==> src/sv/rsa_pkg.sv <==
// Shared types and constants for the resource slot allocator.
// No dependencies; imported by every module of the block.
`timescale 1ns / 1ps

package rsa_pkg;

    // Default pool size and the per-request result limit
    localparam int POOL_SIZE_DEF = 8;
    localparam int MAX_RESULTS   = 8;

    // Result status codes
    typedef enum logic [1:0] {
        ST_GRANTED = 2'd0,
        ST_NOFREE  = 2'd1,
        ST_FREED   = 2'd2,
        ST_IGNORED = 2'd3
    } status_t;

    // Request type codes
    typedef enum logic {
        REQ_ALLOC = 1'b0,
        REQ_FREE  = 1'b1
    } req_t;

    // Controller to datapath commands
    typedef struct packed {
        logic load;   // latch the request on an input transfer
        logic eval;   // decide the request, emit single-result answers
        logic step;   // grant one slot
    } ctrl_cmd_t;

    // Datapath to controller status
    typedef struct packed {
        logic go_grant;   // allocate request will be granted
        logic last_step;  // current grant step is the final one
    } dp_stat_t;

endpackage

==> src/sv/rsa_ctrl.sv <==
// Controller state machine of the resource slot allocator.
// Depends on rsa_pkg (command and status structs).
`timescale 1ns / 1ps

module rsa_ctrl (
    input  logic               clk,
    input  logic               rst_n,
    input  logic               start,
    output logic               busy,
    output rsa_pkg::ctrl_cmd_t cmd,
    input  rsa_pkg::dp_stat_t  stat
);
    import rsa_pkg::*;

    typedef enum logic [2:0] {
        S_IDLE  = 3'b001,
        S_EVAL  = 3'b010,
        S_GRANT = 3'b100
    } state_t;

    state_t state_reg;
    state_t state_next;

    // Next state and commands
    always_comb
    begin
        state_next = state_reg;
        cmd        = '0;
        unique case (state_reg)
            S_IDLE:
            begin
                if (start)
                begin
                    cmd.load   = 1'b1;
                    state_next = S_EVAL;
                end
            end
            S_EVAL:
            begin
                cmd.eval   = 1'b1;
                state_next = stat.go_grant ? S_GRANT : S_IDLE;
            end
            S_GRANT:
            begin
                cmd.step = 1'b1;
                if (stat.last_step)
                begin
                    state_next = S_IDLE;
                end
            end
            default:
            begin
                state_next = S_IDLE;
            end
        endcase
    end

    // State register
    always_ff @(posedge clk or negedge rst_n)
    begin
        if (!rst_n)
        begin
            state_reg <= S_IDLE;
        end
        else
        begin
            state_reg <= state_next;
        end
    end

    assign busy = (state_reg != S_IDLE);

endmodule

==> src/sv/rsa_datapath.sv <==
// Datapath of the resource slot allocator: in-use map, free counter,
// request latch, lowest-free search and result registers. Depends on rsa_pkg.
`timescale 1ns / 1ps

module rsa_datapath #(
    parameter int POOL_SIZE = rsa_pkg::POOL_SIZE_DEF
) (
    input  logic               clk,
    input  logic               rst_n,
    input  rsa_pkg::ctrl_cmd_t cmd,
    output rsa_pkg::dp_stat_t  stat,
    input  logic               req_type,
    input  logic [3:0]         count,
    input  logic signed [7:0]  slot,
    output logic               result_valid,
    output logic [1:0]         status,
    output logic [2:0]         slot_index,
    output logic               index_valid,
    output logic [3:0]         granted_count,
    output logic [3:0]         free_count,
    output logic               last
);
    import rsa_pkg::*;

    localparam int SW  = (POOL_SIZE > 1) ? $clog2(POOL_SIZE) : 1;
    localparam int FCW = ($clog2(POOL_SIZE + 1) > 4) ? $clog2(POOL_SIZE + 1) : 4;
    localparam int IW  = (SW > 3) ? SW : 3;
    localparam logic [7:0]     POOL_LIM = 8'(POOL_SIZE);
    localparam logic [FCW-1:0] FREE_RST = FCW'(POOL_SIZE);
    localparam logic [3:0]     CNT_LIM  = 4'(MAX_RESULTS);

    // State and request latch
    logic [POOL_SIZE-1:0] map_reg, map_next;
    logic [FCW-1:0]       free_reg, free_next;
    logic [3:0]           remain_reg, remain_next;
    logic                 req_type_reg;
    logic [3:0]           count_reg;
    logic [7:0]           slot_reg;

    // Result staging
    logic                 res_we;
    logic [1:0]           res_status;
    logic [2:0]           res_index;
    logic                 res_ivalid;
    logic [3:0]           res_granted;
    logic [3:0]           res_free;
    logic                 res_last;

    logic [SW-1:0]        pick;
    logic [IW-1:0]        pick_ext;
    logic                 in_range;
    logic                 was_used;
    logic                 go_grant;

    // Lowest free slot
    always_comb
    begin
        pick = '0;
        for (int i = POOL_SIZE - 1; i >= 0; i--)
        begin
            if (!map_reg[i])
            begin
                pick = SW'(i);
            end
        end
    end

    assign pick_ext = IW'(pick);
    assign in_range = !slot_reg[7] && (slot_reg < POOL_LIM);
    assign was_used = map_reg[slot_reg[SW-1:0]];
    assign go_grant = (req_type_reg == REQ_ALLOC) && (count_reg != 4'd0)
                      && (count_reg <= CNT_LIM) && (free_reg >= FCW'(count_reg));

    assign stat.go_grant  = go_grant;
    assign stat.last_step = (remain_reg == 4'd1);

    // Request evaluation and grant steps
    always_comb
    begin
        map_next    = map_reg;
        free_next   = free_reg;
        remain_next = remain_reg;
        res_we      = 1'b0;
        res_status  = ST_GRANTED;
        res_index   = 3'd0;
        res_ivalid  = 1'b0;
        res_granted = 4'd0;
        res_free    = free_reg[3:0];
        res_last    = 1'b1;
        if (cmd.eval)
        begin
            if (req_type_reg == REQ_FREE)
            begin
                res_we = 1'b1;
                if (in_range)
                begin
                    map_next[slot_reg[SW-1:0]] = 1'b0;
                    free_next  = free_reg + FCW'(was_used);
                    res_status = ST_FREED;
                end
                else
                begin
                    res_status = ST_IGNORED;
                end
                res_free = free_next[3:0];
            end
            else if (go_grant)
            begin
                free_next   = free_reg - FCW'(count_reg);
                remain_next = count_reg;
            end
            else
            begin
                res_we     = 1'b1;
                res_status = (count_reg == 4'd0) ? ST_GRANTED : ST_NOFREE;
            end
        end
        else if (cmd.step)
        begin
            // free_reg already holds the count after the whole grant
            map_next[pick] = 1'b1;
            remain_next    = remain_reg - 4'd1;
            res_we         = 1'b1;
            res_index      = pick_ext[2:0];
            res_ivalid     = 1'b1;
            res_granted    = count_reg;
            res_last       = (remain_reg == 4'd1);
        end
    end

    // Control state
    always_ff @(posedge clk or negedge rst_n)
    begin
        if (!rst_n)
        begin
            map_reg      <= '0;
            free_reg     <= FREE_RST;
            result_valid <= 1'b0;
        end
        else
        begin
            map_reg      <= map_next;
            free_reg     <= free_next;
            result_valid <= res_we;
        end
    end

    // Payload registers
    always_ff @(posedge clk)
    begin
        remain_reg <= remain_next;
        if (cmd.load)
        begin
            req_type_reg <= req_type;
            count_reg    <= count;
            slot_reg     <= slot;
        end
        if (res_we)
        begin
            status        <= res_status;
            slot_index    <= res_index;
            index_valid   <= res_ivalid;
            granted_count <= res_granted;
            free_count    <= res_free;
            last          <= res_last;
        end
    end

endmodule

==> src/sv/resource_slot_allocator.sv <==
// Resource slot allocator: accept on start && !busy; results strobe on result_valid.
// A free, an empty allocate or a refused allocate is latched on acceptance and decided
// in S_EVAL, which registers its single result; busy falls with the return to S_IDLE,
// and only then is the next request taken. A grant of N slots passes through S_EVAL,
// then emits N back-to-back results, one per cycle from the lowest-free search; no new
// request is taken until the last of them. The receiver cannot stall.
// Reset clears the in-use map (all slots free) and sets the free count to the pool size.
`timescale 1ns / 1ps

module resource_slot_allocator #(
    parameter int POOL_SIZE = rsa_pkg::POOL_SIZE_DEF
) (
    input  logic              clk,
    input  logic              rst_n,
    input  logic              start,
    output logic              busy,
    input  logic              req_type,
    input  logic [3:0]        count,
    input  logic signed [7:0] slot,
    output logic              result_valid,
    output logic [1:0]        status,
    output logic [2:0]        slot_index,
    output logic              index_valid,
    output logic [3:0]        granted_count,
    output logic [3:0]        free_count,
    output logic              last
);
    import rsa_pkg::*;

    ctrl_cmd_t cmd;
    dp_stat_t  stat;

    // Sequencer
    rsa_ctrl u_ctrl (
        .clk   (clk),
        .rst_n (rst_n),
        .start (start),
        .busy  (busy),
        .cmd   (cmd),
        .stat  (stat)
    );

    // Map, counters and result registers
    rsa_datapath #(
        .POOL_SIZE (POOL_SIZE)
    ) u_dp (
        .clk           (clk),
        .rst_n         (rst_n),
        .cmd           (cmd),
        .stat          (stat),
        .req_type      (req_type),
        .count         (count),
        .slot          (slot),
        .result_valid  (result_valid),
        .status        (status),
        .slot_index    (slot_index),
        .index_valid   (index_valid),
        .granted_count (granted_count),
        .free_count    (free_count),
        .last          (last)
    );

endmodule

==> config.mk <==
export PLATFORM = sky130hd
export DESIGN_NAME = resource_slot_allocator
export DESIGN_NICKNAME = d
export VERILOG_FILES = /design/src/sv/rsa_pkg.sv /design/src/sv/rsa_ctrl.sv /design/src/sv/rsa_datapath.sv /design/src/sv/resource_slot_allocator.sv
export SDC_FILE = /design/constraint.sdc
export NUM_CORES = 1
export LEC_CHECK = 0
export CAP_MARGIN = 10
export CORE_MARGIN = 4
export CORE_UTILIZATION = 40
export DETAILED_ROUTE_END_ITERATION = 8
export DONT_BUFFER_PORTS = 1
export SLEW_MARGIN = 40
export SYNTH_ARGS = -nofsm -noshare
export SYNTH_HDL_FRONTEND = slang
export SYNTH_SLANG_ARGS = --single-unit
==> constraint.sdc <==
create_clock -name clk -period 3.2 [get_ports clk]
set_clock_uncertainty 0.1 [all_clocks]
set_input_delay 0.48 -clock clk [delete_from_list [all_inputs] [get_ports clk]]
set_output_delay 0.48 -clock clk [all_outputs]
set_load 0.02 [all_outputs]
---- Word-level counts from Yosys, hierarchy flattened ----
Index checks and enable logic that the tools add are counted.
storage, ports and cells
  register bits after elaboration ......... 48
  input bits .............................. 16
  output and inout port bits .............. 17
  logic and storage cells ................. 99
operators by class
  add/sub/neg operators ................... 3
  magnitude comparators ................... 7
  equal/unequal tests ..................... 11
  mux-type cells .......................... 43
  bitwise gates (word level) .............. 5
  reductions and logical operators ........ 16
operator list
  cell                                                                   count
  4-bit 2-to-1 mux                                                       9
  3-bit 2-to-1 mux                                                       11
  8-bit 2-to-1 mux                                                       4
  1-bit 2-to-1 mux                                                       13
  3-bit one-hot mux with 3 select lines                                  1
  8-bit bitwise AND                                                      1
  3-bit by 4-bit < comparator with 1-bit output, second input constant   2
  8-bit by 4-bit < comparator with 1-bit output, second input constant   1
  8-bit inverter                                                         1
  8-bit OR                                                               1
  1-bit demux with 3-bit select                                          2
  3-bit by 1-bit >= comparator with 1-bit output, second input constant  2
  1-bit logical AND                                                      6
  2-bit by 1-bit != test with 1-bit output, second input constant        3
  2-bit != test, second input constant                                   3
  3-bit AND reduction                                                    2
  4-bit by 1-bit adder with 4-bit output                                 1
  4-bit by 1-bit equality test with 1-bit output, second input constant  1
  4-bit >= comparator                                                    1
  4-bit <= comparator, second input constant                             1
  4-bit logical NOT                                                      1
  2-bit 2-to-1 mux                                                       2
  2-bit AND reduction                                                    2
  2-bit nonzero test                                                     2
  other kinds (11)                                                       12

---- Longest topological paths before layout ----
  depth in word-level cells ............... 15
  gate-level depth with buffers ........... 9
  gate-level depth less buffers ........... 9

---- Cells and area by module ----
A second synthesis with hierarchy kept.
unflattened totals
  cell total of the unflattened synthesis .. 208
  area, all modules ....................... 2363.5 sq um
modules (own cells, without submodules)
  module        instances  cells an instance  area an instance (sq um)
  rsa_datapath  1          196                2208.4
  rsa_ctrl      1          12                 155.1

---- Worst setup path before layout ----
No wires, ideal clock.
  kind .................................... register to register
  from .................................... reg u_dp.slot_reg[2]
  to ...................................... reg u_dp.free_reg[1]
  data arrival time ....................... 2.253 ns
  slack ................................... 0.721 ns
  stages on the path, launching flop included .. 10
  period minus slack after synthesis ...... 2.479 ns
  path through ............................ edfxtp_1 clkbuf_1 mux2_2 a221oi_1 o22ai_1 ha_1 ha_1 a31oi_1 nor2_1 a221o_1
between the ends
  cells in the longest elaborated chain, start to end .. 5
  elaborated cells between the ends (all ways) .. 7
  those cells by class .................... add/sub: 1; order compare: 1; mux: 4; reduce/logical: 1
RTL lines
  item                                       RTL line             text
  start: declaration                         rsa_datapath.sv:38   logic [7:0] slot_reg;
  start signal: assignment                   rsa_datapath.sv:156  slot_reg <= slot;
  1-bit binary-select mux with 3-bit select  rsa_datapath.sv:70   assign was_used = map_reg[slot_reg[SW-1:0]];
  1-bit 2-to-1 mux (implied by the code)     rsa_datapath.sv:70
  4-bit by 1-bit adder with 4-bit output     rsa_datapath.sv:98   free_next = free_reg + FCW'(was_used);
  4-bit 2-to-1 mux (*)                       rsa_datapath.sv:95   if (in_range)
  4-bit 2-to-1 mux (*)                       rsa_datapath.sv:92   if (req_type_reg == REQ_FREE)
  end signal: assignment                     rsa_datapath.sv:143  free_reg <= free_next;
  end: declaration                           rsa_datapath.sv:34   logic [FCW-1:0] free_reg, free_next;
Every way passes the cells marked *; elsewhere a longest branch is shown, timed or not. The select of a mux whose other input is x is not followed.
A chain may end at the register's enable or synchronous reset.

---- Worst setup path in the final report ----
  from .................................... reg u_dp.count_reg[0]
  to ...................................... reg u_dp.granted_count[1], enable pin
between the ends
  cells in the longest elaborated chain, start to end .. 7
  elaborated cells between the ends (all ways) .. 9
  those cells by class .................... order compare: 2; mux: 3; reduce/logical: 4
RTL lines
  item                                                         RTL line             text
  start: declaration                                           rsa_datapath.sv:37   logic [3:0] count_reg;
  start signal: assignment                                     rsa_datapath.sv:155  count_reg <= count;
  branches (longest 3 deep; another with 4-bit <= comparator)  --
  1-bit logical AND (*)                                        rsa_datapath.sv:72   && (count_reg <= CNT_LIM) && (free_reg >= FCW'(count_reg));
  1-bit 2-to-1 mux (*)                                         rsa_datapath.sv:107  else if (go_grant)
  1-bit 2-to-1 mux (*)                                         rsa_datapath.sv:92
  1-bit 2-to-1 mux (*)                                         rsa_datapath.sv:90   if (cmd.eval)
  net u_dp.res_we                                              rsa_datapath.sv:41   logic res_we;
  end signal: assignment                                       rsa_datapath.sv:163  granted_count <= res_granted;
  end: declaration                                             rsa_datapath.sv:19   output logic [3:0] granted_count,
Mark *: on every way through the listed nets, which the timed path passes.

==> results.json <==
{
  "synthFlopType": "edfxtp_1",
  "area_delta_synth_final_pct": 6.75,
  "tritoncts": "done",
  "die_y_um": 85.3,
  "antenna_found_initial": 0,
  "mostFrequentLayoutCell": "edfxtp_1",
  "hold_viol_final": 0,
  "wl_per_cell_um": 16.1,
  "synth.distinct_cells": 52,
  "grt_pass1_vias": 1461,
  "fin_setup_tns_ns": 0,
  "n_fill_cell": 493,
  "root_buffer": "clkbuf_8",
  "synth_edf_count": 32,
  "layout_common_cells": "edfxtp_1, nor2_1, nand2_1, o21ai_0, inv_1",
  "final_cells": 288,
  "diodes": 0,
  "critical_path_class": "register to register",
  "drcViolationCount": 0,
  "cts_setup_buffers": 0,
  "initial_core_util": 0.424,
  "dp.cells": 279,
  "crit_chain": "ha_1 -> fa_1 -> a21boi_0 -> o21ai_1 -> nand2_1 -> o21ai_0 -> nand2_1",
  "worst_pin_slew_ns": 0.690,
  "cp_slowest_cell": "edfxtp_1",
  "period_minus_slack_ns": 2.82,
  "ys_seq_area_frac": 0.570,
  "firstDrtPassIters": 4,
  "portBuffers": 0,
  "netlist_instances": 214,
  "powerDensity_mw_per_mm2": 484,
  "clockBufferDepth": 2,
  "ctsHoldBuffers": 1,
  "rsz0062_at_grt": "no",
  "regToRegStartpoint": "u_dp.count_reg[0]",
  "finalSetupViolCount": 0,
  "async_reset_ff_frac": 0.333,
  "finalWirelength_um": 4650,
  "antenna_left": 0,
  "drtIter0Drc": 129,
  "via_per_inst": 5.70,
  "globalRouteTotalUtil": 0.133,
  "finalMaxSlewViolations": 0,
  "coreArea_mm2": 0.00564,
  "max_slew_margin": 0.539,
  "crit_start": "u_dp.count_reg[0]",
  "cp-end-kind": "register",
  "avgSynthCellArea_um2": 11.2,
  "p_leak_uw": 0.000956,
  "fin_nets": 240,
  "reg2reg_setup_slack_ns": 0.38,
  "critPathMaxFanout": 16,
  "status": "finished clean",
  "max_freq_mhz": 355,
  "min_period_over_period": 0.881,
  "cp.arrival_ns": 2.60,
  "fp.dieArea_mm2": 0.00728,
  "fp.dieW_um": 85.3,
  "ios": 33,
  "critical-path-max-stage-delay_ns": 0.47,
  "cts_made_buffers": 5,
  "drv_cap": 0,
  "synth.cell_area_mm2": 0.00239,
  "drive_gt1_frac": 0.0880,
  "cts.sinks": 48,
  "cts_max_level": 2,
  "start_kind": "register",
  "dp_hpwl_um": 3340,
  "cts.reportedPaths.clkPinSlew_ns": 0.09,
  "rows": 27,
  "insertion_delay_ns": 0.29,
  "critPathMostFrequentCell": "nand2_1",
  "cp.required_ns": 2.98,
  "hp-class": "input port to asynchronous set/reset pin",
  "grt_pass1_wl_um": 7570,
  "grt_max_degree": 21,
  "syn_nets": 239,
  "ys_warn_count": 0,
  "gp_congestion": 0.788,
  "num_vias": 1641,
  "ir_drop_mv": 0.272,
  "grt_overflow": 0,
  "synth_seq_cells": 48,
  "cts.repair.resized": 0
}
cells by family after synthesis:
kind of cell / share of synthesized area
AND/OR/NAND/NOR: 0.156
multiplexers: 0.0131
buffers and inverters: 0.0398
adder cells (fa/ha/maj): 0.0502
flip-flops: 0.570
AO/OA/AOI/OAI: 0.148
XOR/XNOR: 0.0220
cell usage after synthesis (all sizes together) (2+ instances only):
library cell   n  area, µm²
nand2b         3       18.8
nor3b          2       26.3
xor2           3       26.3
nor2          20       77.6
o31a           2       17.5
nor3           5       25.0
nor4           2       12.5
dfstp          2       52.6
and2           3       20.0
and3           2       12.5
clkbuf         4       15.0
o21ai         22        110
inv           16       60.1
a31oi          3       18.8
nand4          4       25.0
edfxtp        32        961
a21oi          9       45.0
mux2i          2       20.0
a221o          2       20.0
ha             8        100
buf            3       20.0
a211oi         3       22.5
nand2         18       70.1
o221a          2       22.5
nand3          7       40.0
dfrtp         14        350
xnor2          3       26.3
layout make-up:
type,instances,area [µm²],area share
Sequential cell,48,1360,0.534
Multi-Input combinational cell,143,932,0.365
Clock buffer,8,101,0.0397
Tap cell,72,90.1,0.0353
Inverter,16,60.1,0.0235
Timing Repair Buffer,1,5.00,0.00196
through the flow:
step,hold WS [ns],utilization,instance area [µm²],setup slack (ns),total power [µW]
finish,0.00394,0.452,2550,0.381,1240
global route,0.0107,0.452,2550,0.178,1300
CTS,0.126,0.453,2560,0.368,1250
detailed placement,0.0856,0.434,2450,0.386,856
global placement,0.0855,0.434,2450,0.476,856
floorplan,0.0844,-,2390,0.721,830
critical path, delay by kind of cell, from the launching register on:
family	cells	cell delay, ns
AOI/OAI and AO/OA	3	0.52
adders and majority gates	2	0.73
DFF	1	0.47
and+or+nand+nor	2	0.58
path summary, 6_finish.rpt:
path | endpoint | depth (start not counted)
max reg2reg | u_dp.granted_count[1] | 7
min | u_dp.result_valid | 1
max in group asynchronous | u_ctrl.state_reg[0] | 1
min reg2reg | u_dp.free_reg[0] | 1
min in group clk | u_ctrl.state_reg[0] | 1
max | u_dp.granted_count[1] | 7
power by group:
group	leakage (µW)	internal (µW)	switching (µW)	total, µW
combinational	0.000405	41.7	69.7	111
clock	0.0000506	202	185	388
sequential	0.000501	697	38.5	736
routing by layer:
metal	vias to the layer above	GRT usage	share of wire
met5	-	0	0
met4	0	0.0403	0.0086
met3	4	0.0350	0.054
met2	52	0.201	0.47
met1	785	0.187	0.46
li1	800	-	-
No activity file was read; power rests on OpenSTA's default activity.
